==> config.mk <==
export PLATFORM = sky130hd
export DESIGN_NAME = bspline_pose2_split_interp
export DESIGN_NICKNAME = d
export VERILOG_FILES = /design/src/rtl/bsps2_pkg.sv /design/src/rtl/bsps2_ctrl.sv /design/src/rtl/bsps2_dp.sv /design/src/rtl/bspline_pose2_split_interp.sv
export SDC_FILE = /design/constraint.sdc
export NUM_CORES = 2
export LEC_CHECK = 0
export ABC_AREA = 1
export BUFFER_PORTS_ARGS = -buffer_cell sky130_fd_sc_hd__buf_2
export CAP_MARGIN = 10
export CORE_AREA = 5 5 393 395
export CTS_CLUSTER_SIZE = 20
export DETAILED_ROUTE_END_ITERATION = 10
export DIE_AREA = 0 0 398 400
export PLACE_DENSITY_LB_ADDON = 0.12
export SETUP_SLACK_MARGIN = 0.3
export SLEW_MARGIN = 0
export SYNTH_ARGS = -nofsm -noshare
export SYNTH_HDL_FRONTEND = slang
export SYNTH_SLANG_ARGS = --single-unit
export TNS_END_PERCENT = 5
==> constraint.sdc <==
create_clock -name clk -period 60.6 [get_ports clk]
set_input_delay 9.09 -clock clk [delete_from_list [all_inputs] [get_ports clk]]
set_output_delay 9.09 -clock clk [all_outputs]
set_load 0.05 [all_outputs]
==> src/rtl/bsps2_pkg.sv <==
// Shared types and constants of the cumulative cubic B-spline pose blender.
// Holds the controller-to-datapath command and status structs and the term order table.
// No dependencies.
`default_nettype none

package bsps2_pkg;

	localparam int NUM_TERMS = 9;
	localparam int CNT_W     = 5;

	localparam logic [CNT_W-1:0] DIV_LAST       = CNT_W'(3);
	localparam logic [CNT_W-1:0] TERM_ISSUE_END = CNT_W'(2 * NUM_TERMS);
	localparam logic [CNT_W-1:0] TERM_LAST      = CNT_W'(2 * NUM_TERMS + 1);
	localparam logic [CNT_W-1:0] TERM_ACC_FIRST = CNT_W'(3);

	typedef enum logic [2:0] {
		MUL_TT  = 3'd0,
		MUL_T2T = 3'd1,
		MUL_DIV = 3'd2,
		MUL_LO  = 3'd3,
		MUL_HI  = 3'd4
	} mul_op_t;

	typedef enum logic [2:0] {
		CONS_NONE = 3'd0,
		CONS_T2   = 3'd1,
		CONS_T3   = 3'd2,
		CONS_BETA = 3'd3,
		CONS_LO   = 3'd4,
		CONS_HI   = 3'd5
	} cons_op_t;

	typedef enum logic [1:0] {
		CH_X = 2'd0,
		CH_Y = 2'd1,
		CH_H = 2'd2
	} chan_t;

	typedef struct packed {
		logic     start;
		logic     push;
		mul_op_t  mul_op;
		logic [1:0] mul_beta;
		chan_t    mul_chan;
		cons_op_t cons_op;
		logic [1:0] cons_beta;
		logic     acc_en;
		chan_t    acc_chan;
		logic     out_load;
		logic     out_zero;
	} dp_cmd_t;

	typedef struct packed {
		logic full;
	} dp_stat_t;

	typedef struct packed {
		logic [1:0] beta;
		chan_t      chan;
	} term_sel_t;

	// term j blends difference beta of channel chan, j = 3 * beta + chan
	function automatic term_sel_t term_sel(input logic [3:0] j);
		term_sel_t s;
		case (j)
			4'd0: s = '{beta: 2'd0, chan: CH_X};
			4'd1: s = '{beta: 2'd0, chan: CH_Y};
			4'd2: s = '{beta: 2'd0, chan: CH_H};
			4'd3: s = '{beta: 2'd1, chan: CH_X};
			4'd4: s = '{beta: 2'd1, chan: CH_Y};
			4'd5: s = '{beta: 2'd1, chan: CH_H};
			4'd6: s = '{beta: 2'd2, chan: CH_X};
			4'd7: s = '{beta: 2'd2, chan: CH_Y};
			4'd8: s = '{beta: 2'd2, chan: CH_H};
			default: s = '{beta: 2'd0, chan: CH_X};
		endcase
		return s;
	endfunction

endpackage

`default_nettype wire

==> src/rtl/bsps2_ctrl.sv <==
// Sequencer of the B-spline pose blender: handshakes and per-cycle datapath commands.
// Depends on bsps2_pkg.
`default_nettype none

module bsps2_ctrl
	import bsps2_pkg::*;
(
	input  wire logic     clk,
	input  wire logic     arst_n,
	input  wire logic     in_valid,
	input  wire logic     operation,
	input  wire logic     out_stall,
	input  wire dp_stat_t stat,
	output logic          in_stall,
	output logic          out_valid,
	output dp_cmd_t       cmd
);

	typedef enum logic [8:0] {
		S_IDLE = 9'b000000001,
		S_T2   = 9'b000000010,
		S_T2W  = 9'b000000100,
		S_T3   = 9'b000001000,
		S_T3W  = 9'b000010000,
		S_DIV  = 9'b000100000,
		S_TERM = 9'b001000000,
		S_OUT  = 9'b010000000,
		S_ZERO = 9'b100000000
	} state_t;

	state_t           state_q, state_d;
	logic [CNT_W-1:0] cnt_q, cnt_d;
	logic [CNT_W-1:0] cnt_m1, cnt_m3;
	logic             out_valid_q;
	logic             out_free;
	term_sel_t        ti, tc;

	always_comb begin
		cmd      = '0;
		state_d  = state_q;
		cnt_d    = cnt_q;
		out_free = !out_valid_q || !out_stall;
		cnt_m1   = cnt_q - CNT_W'(1);
		cnt_m3   = cnt_q - TERM_ACC_FIRST;
		ti       = term_sel(cnt_q[CNT_W-1:1]);
		tc       = term_sel(cnt_m3[CNT_W-1:1]);
		unique case (state_q)
			S_IDLE: begin
				if (in_valid) begin
					if (!operation) begin
						cmd.push = 1'b1;
					end else if (stat.full) begin
						cmd.start = 1'b1;
						state_d   = S_T2;
					end else begin
						state_d = S_ZERO;
					end
				end
			end
			S_T2: begin
				cmd.mul_op = MUL_TT;
				state_d    = S_T2W;
			end
			S_T2W: begin
				cmd.cons_op = CONS_T2;
				state_d     = S_T3;
			end
			S_T3: begin
				cmd.mul_op = MUL_T2T;
				state_d    = S_T3W;
			end
			S_T3W: begin
				cmd.cons_op = CONS_T3;
				state_d     = S_DIV;
				cnt_d       = '0;
			end
			S_DIV: begin
				if (cnt_q != DIV_LAST) begin
					cmd.mul_op   = MUL_DIV;
					cmd.mul_beta = cnt_q[1:0];
				end
				if (cnt_q != '0) begin
					cmd.cons_op   = CONS_BETA;
					cmd.cons_beta = cnt_m1[1:0];
				end
				if (cnt_q == DIV_LAST) begin
					state_d = S_TERM;
					cnt_d   = '0;
				end else begin
					cnt_d = cnt_q + CNT_W'(1);
				end
			end
			S_TERM: begin
				if (cnt_q < TERM_ISSUE_END) begin
					cmd.mul_op   = cnt_q[0] ? MUL_HI : MUL_LO;
					cmd.mul_beta = ti.beta;
					cmd.mul_chan = ti.chan;
				end
				if ((cnt_q != '0) && (cnt_q <= TERM_ISSUE_END)) begin
					cmd.cons_op = cnt_m1[0] ? CONS_HI : CONS_LO;
				end
				if ((cnt_q >= TERM_ACC_FIRST) && cnt_q[0]) begin
					cmd.acc_en   = 1'b1;
					cmd.acc_chan = tc.chan;
				end
				if (cnt_q == TERM_LAST) begin
					state_d = S_OUT;
				end else begin
					cnt_d = cnt_q + CNT_W'(1);
				end
			end
			S_OUT: begin
				if (out_free) begin
					cmd.out_load = 1'b1;
					state_d      = S_IDLE;
				end
			end
			S_ZERO: begin
				if (out_free) begin
					cmd.out_zero = 1'b1;
					state_d      = S_IDLE;
				end
			end
			default: begin
				state_d = S_IDLE;
			end
		endcase
	end

	always_ff @(posedge clk or negedge arst_n) begin
		if (!arst_n) begin
			state_q     <= S_IDLE;
			cnt_q       <= '0;
			out_valid_q <= 1'b0;
		end else begin
			state_q     <= state_d;
			cnt_q       <= cnt_d;
			out_valid_q <= (cmd.out_load || cmd.out_zero) || (out_valid_q && out_stall);
		end
	end

	assign in_stall  = (state_q != S_IDLE);
	assign out_valid = out_valid_q;

endmodule

`default_nettype wire

==> src/rtl/bsps2_dp.sv <==
// Datapath of the B-spline pose blender: pose window, shared multiplier, basis,
// rounding accumulators and result register. Depends on bsps2_pkg.
`default_nettype none

module bsps2_dp
	import bsps2_pkg::*;
#(
	parameter int POS_WIDTH      = 32,
	parameter int ANGLE_WIDTH    = 16,
	parameter int TIME_FRAC_BITS = 16
) (
	input  wire logic                          clk,
	input  wire logic                          arst_n,
	input  wire dp_cmd_t                       cmd,
	input  wire logic signed [POS_WIDTH-1:0]   pose_x,
	input  wire logic signed [POS_WIDTH-1:0]   pose_y,
	input  wire logic        [ANGLE_WIDTH-1:0] pose_heading,
	input  wire logic        [TIME_FRAC_BITS:0] spline_time,
	output dp_stat_t                           stat,
	output logic signed [POS_WIDTH-1:0]        res_x,
	output logic signed [POS_WIDTH-1:0]        res_y,
	output logic        [ANGLE_WIDTH-1:0]      res_heading,
	output logic                               res_ready
);

	localparam int F      = TIME_FRAC_BITS;
	localparam int PW     = POS_WIDTH;
	localparam int AW     = ANGLE_WIDTH;
	localparam int DW     = (PW + 1 > AW) ? PW + 1 : AW;
	localparam int LO_W   = DW / 2;
	localparam int MA     = F + 5;
	localparam int MB     = (LO_W + 1 > F + 5) ? LO_W + 1 : F + 5;
	localparam int PROD_W = MA + MB;
	localparam int SUM_W  = F + DW + 2;
	localparam int ACC_W  = DW + 2;
	localparam int NW     = F + 3;
	localparam int NXW    = F + 5;
	localparam int DIV_S  = F + 6;

	localparam logic [MA-1:0]           DIV_M  = MA'((64'd1 << DIV_S) / 64'd6);
	localparam logic [F:0]              ONE_T  = {1'b1, {F{1'b0}}};
	localparam logic [PROD_W-1:0]       P_HALF = {{(PROD_W-F){1'b0}}, 1'b1, {(F-1){1'b0}}};
	localparam logic signed [SUM_W-1:0] S_HALF = {{(SUM_W-F){1'b0}}, 1'b1, {(F-1){1'b0}}};

	logic signed [PW-1:0] win_x_q [4];
	logic signed [PW-1:0] win_y_q [4];
	logic [AW-1:0]        win_h_q [4];
	logic signed [DW-1:0] diff_x_q [3];
	logic signed [DW-1:0] diff_y_q [3];
	logic signed [DW-1:0] diff_h_q [3];
	logic [2:0]           loaded_q;

	logic [F:0]              t_q, t2_q, t3_q;
	logic [F:0]              beta_q [3];
	logic signed [PROD_W-1:0] prod_q;
	logic signed [SUM_W-1:0] psum_q, sum_q;
	logic signed [ACC_W-1:0] acc_x_q, acc_y_q, acc_h_q;
	logic signed [PW-1:0]    out_x_q, out_y_q;
	logic [AW-1:0]           out_h_q;
	logic                    out_ready_q;

	logic signed [MA-1:0]    mul_a;
	logic signed [MB-1:0]    mul_b;
	logic signed [DW-1:0]    d_sel;
	logic [NXW-1:0]          te, t2e, t3e, n1x, n2x, n3x;
	logic [NW-1:0]           numer [3];
	logic [NW-1:0]           n_cons, q6, rem;
	logic [F:0]              q_est;
	logic [PROD_W-1:0]       prod_rnd;
	logic signed [SUM_W-1:0] sum_rnd;
	logic signed [ACC_W-1:0] term;
	logic signed [PW:0]      dx_new, dy_new;
	logic [AW-1:0]           dh_new;

	function automatic logic signed [PW-1:0] sat_pos(input logic signed [ACC_W-1:0] a);
		logic signed [PW-1:0] r;
		if ((a[ACC_W-1:PW-1] == '0) || (a[ACC_W-1:PW-1] == '1)) begin
			r = a[PW-1:0];
		end else if (a[ACC_W-1]) begin
			r = {1'b1, {(PW-1){1'b0}}};
		end else begin
			r = {1'b0, {(PW-1){1'b1}}};
		end
		return r;
	endfunction

	// basis numerators, kept modulo 2^NXW; final values are non-negative
	always_comb begin
		te    = NXW'(t_q);
		t2e   = NXW'(t2_q);
		t3e   = NXW'(t3_q);
		n1x   = (NXW'(5) << F) + (te << 1) + te - (t2e << 1) - t2e + t3e + NXW'(3);
		n2x   = (NXW'(1) << F) + (te << 1) + te + (t2e << 1) + t2e - (t3e << 1) + NXW'(3);
		n3x   = t3e + NXW'(3);
		numer[0] = n1x[NW-1:0];
		numer[1] = n2x[NW-1:0];
		numer[2] = n3x[NW-1:0];
	end

	always_comb begin
		case (cmd.mul_chan)
			CH_X:    d_sel = diff_x_q[cmd.mul_beta];
			CH_Y:    d_sel = diff_y_q[cmd.mul_beta];
			default: d_sel = diff_h_q[cmd.mul_beta];
		endcase
	end

	always_comb begin
		unique case (cmd.mul_op)
			MUL_TT: begin
				mul_a = MA'(t_q);
				mul_b = MB'(t_q);
			end
			MUL_T2T: begin
				mul_a = MA'(t2_q);
				mul_b = MB'(t_q);
			end
			MUL_DIV: begin
				mul_a = DIV_M;
				mul_b = MB'(numer[cmd.mul_beta]);
			end
			MUL_LO: begin
				mul_a = MA'(beta_q[cmd.mul_beta]);
				mul_b = MB'(d_sel[LO_W-1:0]);
			end
			MUL_HI: begin
				mul_a = MA'(beta_q[cmd.mul_beta]);
				mul_b = MB'($signed(d_sel[DW-1:LO_W]));
			end
			default: begin
				mul_a = '0;
				mul_b = '0;
			end
		endcase
	end

	// division by six: reciprocal estimate, then one correction step
	always_comb begin
		prod_rnd = prod_q + P_HALF;
		q_est    = prod_q[DIV_S+F:DIV_S];
		n_cons   = numer[cmd.cons_beta];
		q6       = NW'({q_est, 2'b00}) + NW'({q_est, 1'b0});
		rem      = n_cons - q6;
		sum_rnd  = sum_q + S_HALF;
		term     = sum_rnd[SUM_W-1:F];
		dx_new   = $signed({pose_x[PW-1], pose_x}) - $signed({win_x_q[3][PW-1], win_x_q[3]});
		dy_new   = $signed({pose_y[PW-1], pose_y}) - $signed({win_y_q[3][PW-1], win_y_q[3]});
		dh_new   = pose_heading - win_h_q[3];
	end

	always_ff @(posedge clk or negedge arst_n) begin
		if (!arst_n) begin
			loaded_q <= '0;
		end else if (cmd.push && !loaded_q[2]) begin
			loaded_q <= loaded_q + 3'd1;
		end
	end

	always_ff @(posedge clk) begin
		prod_q <= mul_a * mul_b;
		if (cmd.push) begin
			for (int k = 0; k < 3; k++) begin
				win_x_q[k] <= win_x_q[k+1];
				win_y_q[k] <= win_y_q[k+1];
				win_h_q[k] <= win_h_q[k+1];
			end
			win_x_q[3] <= pose_x;
			win_y_q[3] <= pose_y;
			win_h_q[3] <= pose_heading;
			for (int k = 0; k < 2; k++) begin
				diff_x_q[k] <= diff_x_q[k+1];
				diff_y_q[k] <= diff_y_q[k+1];
				diff_h_q[k] <= diff_h_q[k+1];
			end
			diff_x_q[2] <= DW'(dx_new);
			diff_y_q[2] <= DW'(dy_new);
			diff_h_q[2] <= DW'($signed(dh_new));
		end
		if (cmd.start) begin
			if (spline_time[F] && (spline_time[F-1:0] != '0)) begin
				t_q <= ONE_T;
			end else begin
				t_q <= spline_time;
			end
		end
		case (cmd.cons_op)
			CONS_T2:   t2_q <= prod_rnd[2*F:F];
			CONS_T3:   t3_q <= prod_rnd[2*F:F];
			CONS_BETA: beta_q[cmd.cons_beta] <= q_est + (F+1)'(rem >= NW'(6));
			CONS_LO:   psum_q <= SUM_W'(prod_q);
			CONS_HI:   sum_q <= psum_q + (SUM_W'(prod_q) <<< LO_W);
			default: begin
			end
		endcase
		if (cmd.start) begin
			acc_x_q <= ACC_W'(win_x_q[0]);
			acc_y_q <= ACC_W'(win_y_q[0]);
			acc_h_q <= ACC_W'(win_h_q[0]);
		end else if (cmd.acc_en) begin
			case (cmd.acc_chan)
				CH_X:    acc_x_q <= acc_x_q + term;
				CH_Y:    acc_y_q <= acc_y_q + term;
				default: acc_h_q <= acc_h_q + term;
			endcase
		end
		if (cmd.out_load) begin
			out_x_q     <= sat_pos(acc_x_q);
			out_y_q     <= sat_pos(acc_y_q);
			out_h_q     <= acc_h_q[AW-1:0];
			out_ready_q <= 1'b1;
		end else if (cmd.out_zero) begin
			out_x_q     <= '0;
			out_y_q     <= '0;
			out_h_q     <= '0;
			out_ready_q <= 1'b0;
		end
	end

	assign stat.full   = loaded_q[2];
	assign res_x       = out_x_q;
	assign res_y       = out_y_q;
	assign res_heading = out_h_q;
	assign res_ready   = out_ready_q;

endmodule

`default_nettype wire

==> src/rtl/bspline_pose2_split_interp.sv <==
// Top level of the cumulative cubic B-spline pose blender (heading and position split).
// Depends on bsps2_pkg, bsps2_ctrl and bsps2_dp.
//
//  channel  handshake            payload
//  in       in_valid / in_stall  operation, pose_x, pose_y, pose_heading, spline_time
//  out      out_valid / out_stall out_x, out_y, out_heading, window_ready
//
// A push transfer gives no result and leaves in_stall low.
// An evaluate transfer with a full window holds in_stall high until its result is loaded:
// 23 products on one shared multiplier, a low-half and a high-half product per rounded blend term.
// An evaluate transfer before four pushes returns zeros.
// Reset clears the pose count and handshake state; in_stall is high while a blend runs
// and while its result waits for the output register to free up.
`default_nettype none

module bspline_pose2_split_interp
	import bsps2_pkg::*;
#(
	parameter int POS_WIDTH      = 32,
	parameter int ANGLE_WIDTH    = 16,
	parameter int TIME_FRAC_BITS = 16
) (
	input  wire logic                           clk,
	input  wire logic                           arst_n,
	input  wire logic                           in_valid,
	output logic                                in_stall,
	input  wire logic                           operation,
	input  wire logic signed [POS_WIDTH-1:0]    pose_x,
	input  wire logic signed [POS_WIDTH-1:0]    pose_y,
	input  wire logic        [ANGLE_WIDTH-1:0]  pose_heading,
	input  wire logic        [TIME_FRAC_BITS:0] spline_time,
	output logic                                out_valid,
	input  wire logic                           out_stall,
	output logic signed [POS_WIDTH-1:0]         out_x,
	output logic signed [POS_WIDTH-1:0]         out_y,
	output logic        [ANGLE_WIDTH-1:0]       out_heading,
	output logic                                window_ready
);

	dp_cmd_t  cmd;
	dp_stat_t stat;

	bsps2_ctrl u_ctrl (
		.clk       (clk),
		.arst_n    (arst_n),
		.in_valid  (in_valid),
		.operation (operation),
		.out_stall (out_stall),
		.stat      (stat),
		.in_stall  (in_stall),
		.out_valid (out_valid),
		.cmd       (cmd)
	);

	bsps2_dp #(
		.POS_WIDTH      (POS_WIDTH),
		.ANGLE_WIDTH    (ANGLE_WIDTH),
		.TIME_FRAC_BITS (TIME_FRAC_BITS)
	) u_dp (
		.clk          (clk),
		.arst_n       (arst_n),
		.cmd          (cmd),
		.pose_x       (pose_x),
		.pose_y       (pose_y),
		.pose_heading (pose_heading),
		.spline_time  (spline_time),
		.stat         (stat),
		.res_x        (out_x),
		.res_y        (out_y),
		.res_heading  (out_heading),
		.res_ready    (window_ready)
	);

endmodule

`default_nettype wire

* Word level (Yosys, flattened, before mapping)
Memories as Yosys holds them, arrays and structs flattened. Cells that the tools add are included.
Word-level totals: bits in registers 390, memory bits (writable) 668, memory bits (read-only) 128, memories kept 9
Operators by class: add/sub/neg operators 29, multipliers 1, $lt $le $gt $ge 6, equality and inequality tests 33, mux-type cells 62, bitwise operators 3, reductions and logical operators 35
Memory list:
- u_dp.win_x_q | depth 4, bits a word 32, read ports 4, clocked after Yosys merged registers in 0, write ports 4, RTL line bsps2_dp.sv:45 | logic signed [PW-1:0] win_x_q [4];
- u_dp.win_y_q | depth 4, bits a word 32, read ports 4, clocked after Yosys merged registers in 0, write ports 4, RTL line bsps2_dp.sv:46 | logic signed [PW-1:0] win_y_q [4];
- u_dp.diff_h_q | depth 3, bits a word 33, read ports 3, clocked after Yosys merged registers in 0, write ports 3, RTL line bsps2_dp.sv:50 | logic signed [DW-1:0] diff_h_q [3];
- u_dp.diff_x_q | depth 3, bits a word 33, read ports 3, clocked after Yosys merged registers in 0, write ports 3, RTL line bsps2_dp.sv:48 | logic signed [DW-1:0] diff_x_q [3];
- u_dp.diff_y_q | depth 3, bits a word 33, read ports 3, clocked after Yosys merged registers in 0, write ports 3, RTL line bsps2_dp.sv:49 | logic signed [DW-1:0] diff_y_q [3];
- (no name shown) | depth 16, bits a word 4, read ports 1, clocked after Yosys merged registers in 0, write ports 0, RTL line bsps2_pkg.sv:65 | case (j)
- 3 more memories
Operator list (count):
- $mux 32 | 7
- $mux 35 | 6
- $add 35x35->35 | 3
- $pmux 21 s4 | 1
- $mux 16 | 5
- $pmux 20 s4 | 1
- $add 19x17->19 | 4
- $bmux 19 s2 | 2
- $mux 19 | 4
- $pmux 9 s8 | 1
- $pmux 33 s2 | 1
- $sub 32x32->33 | 2
- $mux 9 | 6
- $add 42x51->51 | 1
- $add 51x17->51 const B | 1
- $mul 21x21->42 | 1
- $add 19x18->19 | 2
- $add 19x2->19 const B | 2
- $sub 19x18->19 | 2
- $add 33x16->33 const B | 1
- $add 17x18->19 const A | 1
- $add 19x18->19 const A | 1
- $ge 19x3->1 const B | 1
- $sub 19x17->19 | 1
- 57 further kinds | 112

* Depth between registers and ports, before layout
word-level depth 12, mapped depth 51, mapped depth without buffers 50

* Cells and area by module
A second synthesis with hierarchy kept.
Unflattened totals: cells, all modules 7524, area, all modules 69534.2 um^2
By module, submodules not included:
- bsps2_dp | instances 1, cells each 7318, area an instance 68114.1 um^2, sequential area each 27871.7 um^2
- bsps2_ctrl | instances 1, cells each 206, area an instance 1420.1 um^2, sequential area each 376.6 um^2

* Worst setup path before layout
OpenSTA, ideal clock, no wires.
path type input to register, from in operation, to mem u_dp.diff_h_q[0][0] in the netlist's numbering, enable pin, library setup time 2.187 ns, arrival 47.317 ns, required time 58.413 ns, slack 11.096 ns, stages 1, buffers on the path 0, path through nor3_1
RTL lines:
- from (decl) | RTL line bspline_pose2_split_interp.sv:27 | input wire logic operation,
- to (decl) | RTL line bsps2_dp.sv:50

==> results.py <==
metrics = {
    "timing": {
        "fin_crit_sh_pct": 21.81,
        "finalWorstPathRequiredPeriod_ns": 13.22,
        "slew_viol_final": 0,
        "tightestPinTransition_ns": 1.127,
        "setup_violations": 0,
        "fin_tns_setup_ns": 0,
        "slew_headroom_pct": 24.08,
        "rsz0062_at_grt": "false",
        "fmax_ghz": 0.07566,
        "finClkSkew_ns": 0.06563,
        "final_hold_viol_count": 0,
    },
    "clock_tree": {
        "htree_levels": 3,
        "post_cts_buffers": 0,
        "cts.clk_slew.worst_paths_ns": 0.06,
        "cts_tree": "done",
        "clkLatencyLatePin_ns": 0.76,
        "cts_root_buf": "clkbuf_16",
        "cts_hold_buf": 0,
        "cts_made_buffers": 106,
        "cts_buffer_depth": 3,
        "cts_sinks": 958,
        "cts_resized": 0,
    },
    "die": {
        "core_area_um2": 150800,
        "start_util_pct": 44.61,
        "die-area_um2": 159200,
        "rows": 143,
        "die_x_um": 398,
        "ios": 185,
        "die_y_um": 400,
    },
    "final_layout": {
        "area_growth_pct": 10.74,
        "layout-drive-gt1-share_pct": 7.562,
        "multiInputGateArea_um2": 33570,
        "fill_cells": 14122,
        "fin_nets": 8270,
        "seqCellArea_um2": 28250,
    },
    "synthesis": {
        "synth_cell_types": 74,
        "yosysTopAreaCell": "edfxtp_1",
        "synth-seq-area-share_pct": 41.98,
        "synthArstFlopShare_pct": 1.879,
        "synth.area.top_cells": "edfxtp_1, fa_1, ha_1",
        "synth_warnings": 0,
        "synth_most_common_cell": "nand2_1",
        "ys_ff_latch": 958,
        "synthTopCellsByCount": "nand2_1, inv_1, edfxtp_1",
        "ys.flop_type": "edfxtp_1",
        "synth_area_um2": 67280,
        "synth_fp_nets": 8057,
        "synth_edf_count": 897,
        "synth.avg_cell_area_um2": 9.560,
        "syn-instance-count": 7038,
        "synth_top_area_share_pct": 40.03,
    },
    "global_route": {
        "antenna_found_initial": 15,
        "grt_usage_pct": 26.84,
        "grt.overflow.total": 0,
        "grt_pass1_vias": 48807,
        "grt_max_degree": 88,
        "grt_first_pass_wirelength_um": 317000,
    },
    "placement": {
        "finalWeightedCongestion": 0.9594,
        "post-dp-hpwl_um": 168700,
        "port_buffers": 184,
    },
    "critical_path": {
        "timing.critical_path.mode_cell": "buf_4",
        "crit_buf_inv": 7,
        "endpoint_kind": "flop",
        "critPathMaxStageDelay_ns": 0.92,
        "path_class": "in2reg",
        "cp-start-kind": "input port",
        "crit_family": "buffers and inverters",
        "path_max_fanout": 86,
        "cp_slowest_cell": "buf_4",
        "crit_required_ns": 60.93,
        "crit_chain": "buf_2, inv_1, nor3_2, buf_4, buf_4, buf_4, buf_4, buf_4",
        "cp.arrival_ns": 13.55,
    },
    "drt": {
        "wl_per_cell_um": 22.92,
        "drc": 0,
        "antenna_left": 0,
        "vias": 50430,
        "first_iter_violations": 4641,
        "vias_per_cell": 5.380,
        "first_pass_iters": 6,
        "drt_wl_total_um": 214800,
    },
    "outcome": {
        "outcome": "completed",
    },
    "min_path": {
        "worstHoldPathType": "reg2reg",
    },
    "flow_run": {
        "cap_violations": 0,
    },
}
==> layer usage <==
| layer | GRT usage [%] | up-vias | part of all wire (%) |
|---|---|---|---|
| met5 | 0 | - | 0.0084 |
| met4 | 6.339 | 4 | 2.3 |
| met3 | 6.266 | 243 | 9.5 |
| met2 | 39.12 | 1907 | 42 |
| met1 | 40.55 | 24797 | 46 |
| li1 | - | 23479 | - |
==> flip-flops by register name (all words and copies together), names as in the netlist <==
| name | flops |
|---|---|
| u_ctrl.cnt_q | 5 |
| u_ctrl.out_valid | 1 |
| u_ctrl.state_q | 9 |
| u_dp.acc_h_q | 16 |
| u_dp.acc_x_q | 35 |
| u_dp.acc_y_q | 35 |
| u_dp.beta_q | 51 |
| u_dp.diff_h_q | 48 |
| u_dp.diff_x_q | 99 |
| u_dp.diff_y_q | 99 |
| u_dp.loaded_q | 3 |
| u_dp.prod_q | 42 |
| u_dp.psum_q | 27 |
| u_dp.res_heading | 16 |
| u_dp.res_ready | 1 |
| u_dp.res_x | 32 |
| u_dp.res_y | 32 |
| u_dp.sum_q | 36 |
| u_dp.t2_q | 17 |
| u_dp.t3_q | 17 |
| u_dp.t_q | 17 |
| u_dp.win_h_q | 64 |
| u_dp.win_x_q | 128 |
| u_dp.win_y_q | 128 |
==> kinds of logic (layout without fill, tap and decap cells) <==
logic type	count (synthesis)	after routing	share of synthesized area (%)
flip-flops	958	958	41.98
AND/OR/NAND/NOR	2369	2369	14.86
AO/OA/AOI/OAI	1053	1053	8.928
adder cells (fa/ha/maj)	917	917	21.98
other	1	5	0.005573
buffers and inverters	1437	1738	8.292
XOR/XNOR	302	302	3.931
multiplexers	1	1	0.01673
==> cells in the final DEF (no fill, tap or decap), drive strengths merged, types with 183 or more instances in the layout <==
cell type  synthesis  routed
fa               442     442
o21ai            306     306
inv             1290    1299
edfxtp           897     897
nor2             485     485
nand3            258     258
a21oi            494     494
nand2           1373    1373
ha               475     475
buf               93     250
xor2             183     183
==> through the flow <==
step                utilization [%]  hold slack [ns]  std cells  worst slack, ns  area [µm²]
finish                        49.40           0.3827       9373            47.38       74510
global route                  49.40           0.3848       9370            47.10       74510
CTS                           49.38           0.3832       9368            47.37       74490
detailed placement            46.82           0.3972       9172            46.60       70620
global placement              46.82           0.3953       9172            46.62       70620
floorplan                         -           0.3855       7038            11.10       67280
==> layout make-up <==
cell class | count | area share [%]
diodes | 4 | 0.01343
flip-flops and latches | 958 | 37.91
multi-input cells | 4643 | 45.05
clock inverters | 78 | 1.478
inverters | 1292 | 6.510
repair buffers | 250 | 1.911
clock buffers | 118 | 3.718
well taps | 2030 | 3.409
==> worst paths after layout <==
kind / start / end / slack (ns) / depth (start not counted)
min in group asynchronous: arst_n / u_dp.loaded_q[1]$_DFFE_PN0P_ / 8.33 / 1
max reg2reg: u_dp.t_q[2]$_SDFFCE_PP0P_ / u_dp.prod_q[33]$_DFF_P_ / 48.71 / 37
min: u_dp.win_y_q[1][27]$_DFFE_PP_ / u_dp.win_y_q[0][27]$_DFFE_PP_ / 0.38 / 0
min reg2reg: u_dp.win_y_q[1][27]$_DFFE_PP_ / u_dp.win_y_q[0][27]$_DFFE_PP_ / 0.38 / 0
max: in_valid / u_dp.win_x_q[0][29]$_DFFE_PP_ / 47.38 / 8
max in group asynchronous: arst_n / u_ctrl.state_q[5]$_DFFE_PN0P_ / 51.79 / 1
==> worst reg2reg max path, delay by kind of cell, from the launching register on <==
family                   cells  cell delay, ns
AO/OA/AOI/OAI                5            2.06
XOR/XNOR                     2            0.78
adder cells (fa/ha/maj)     13            6.04
buffers and inverters        7            0.91
flip-flops                   1            0.60
AND/OR/NAND/NOR             10            1.37
Power is not shown: default switching activity piles up to over one toggle a cycle in this logic, so the estimate is an artifact.
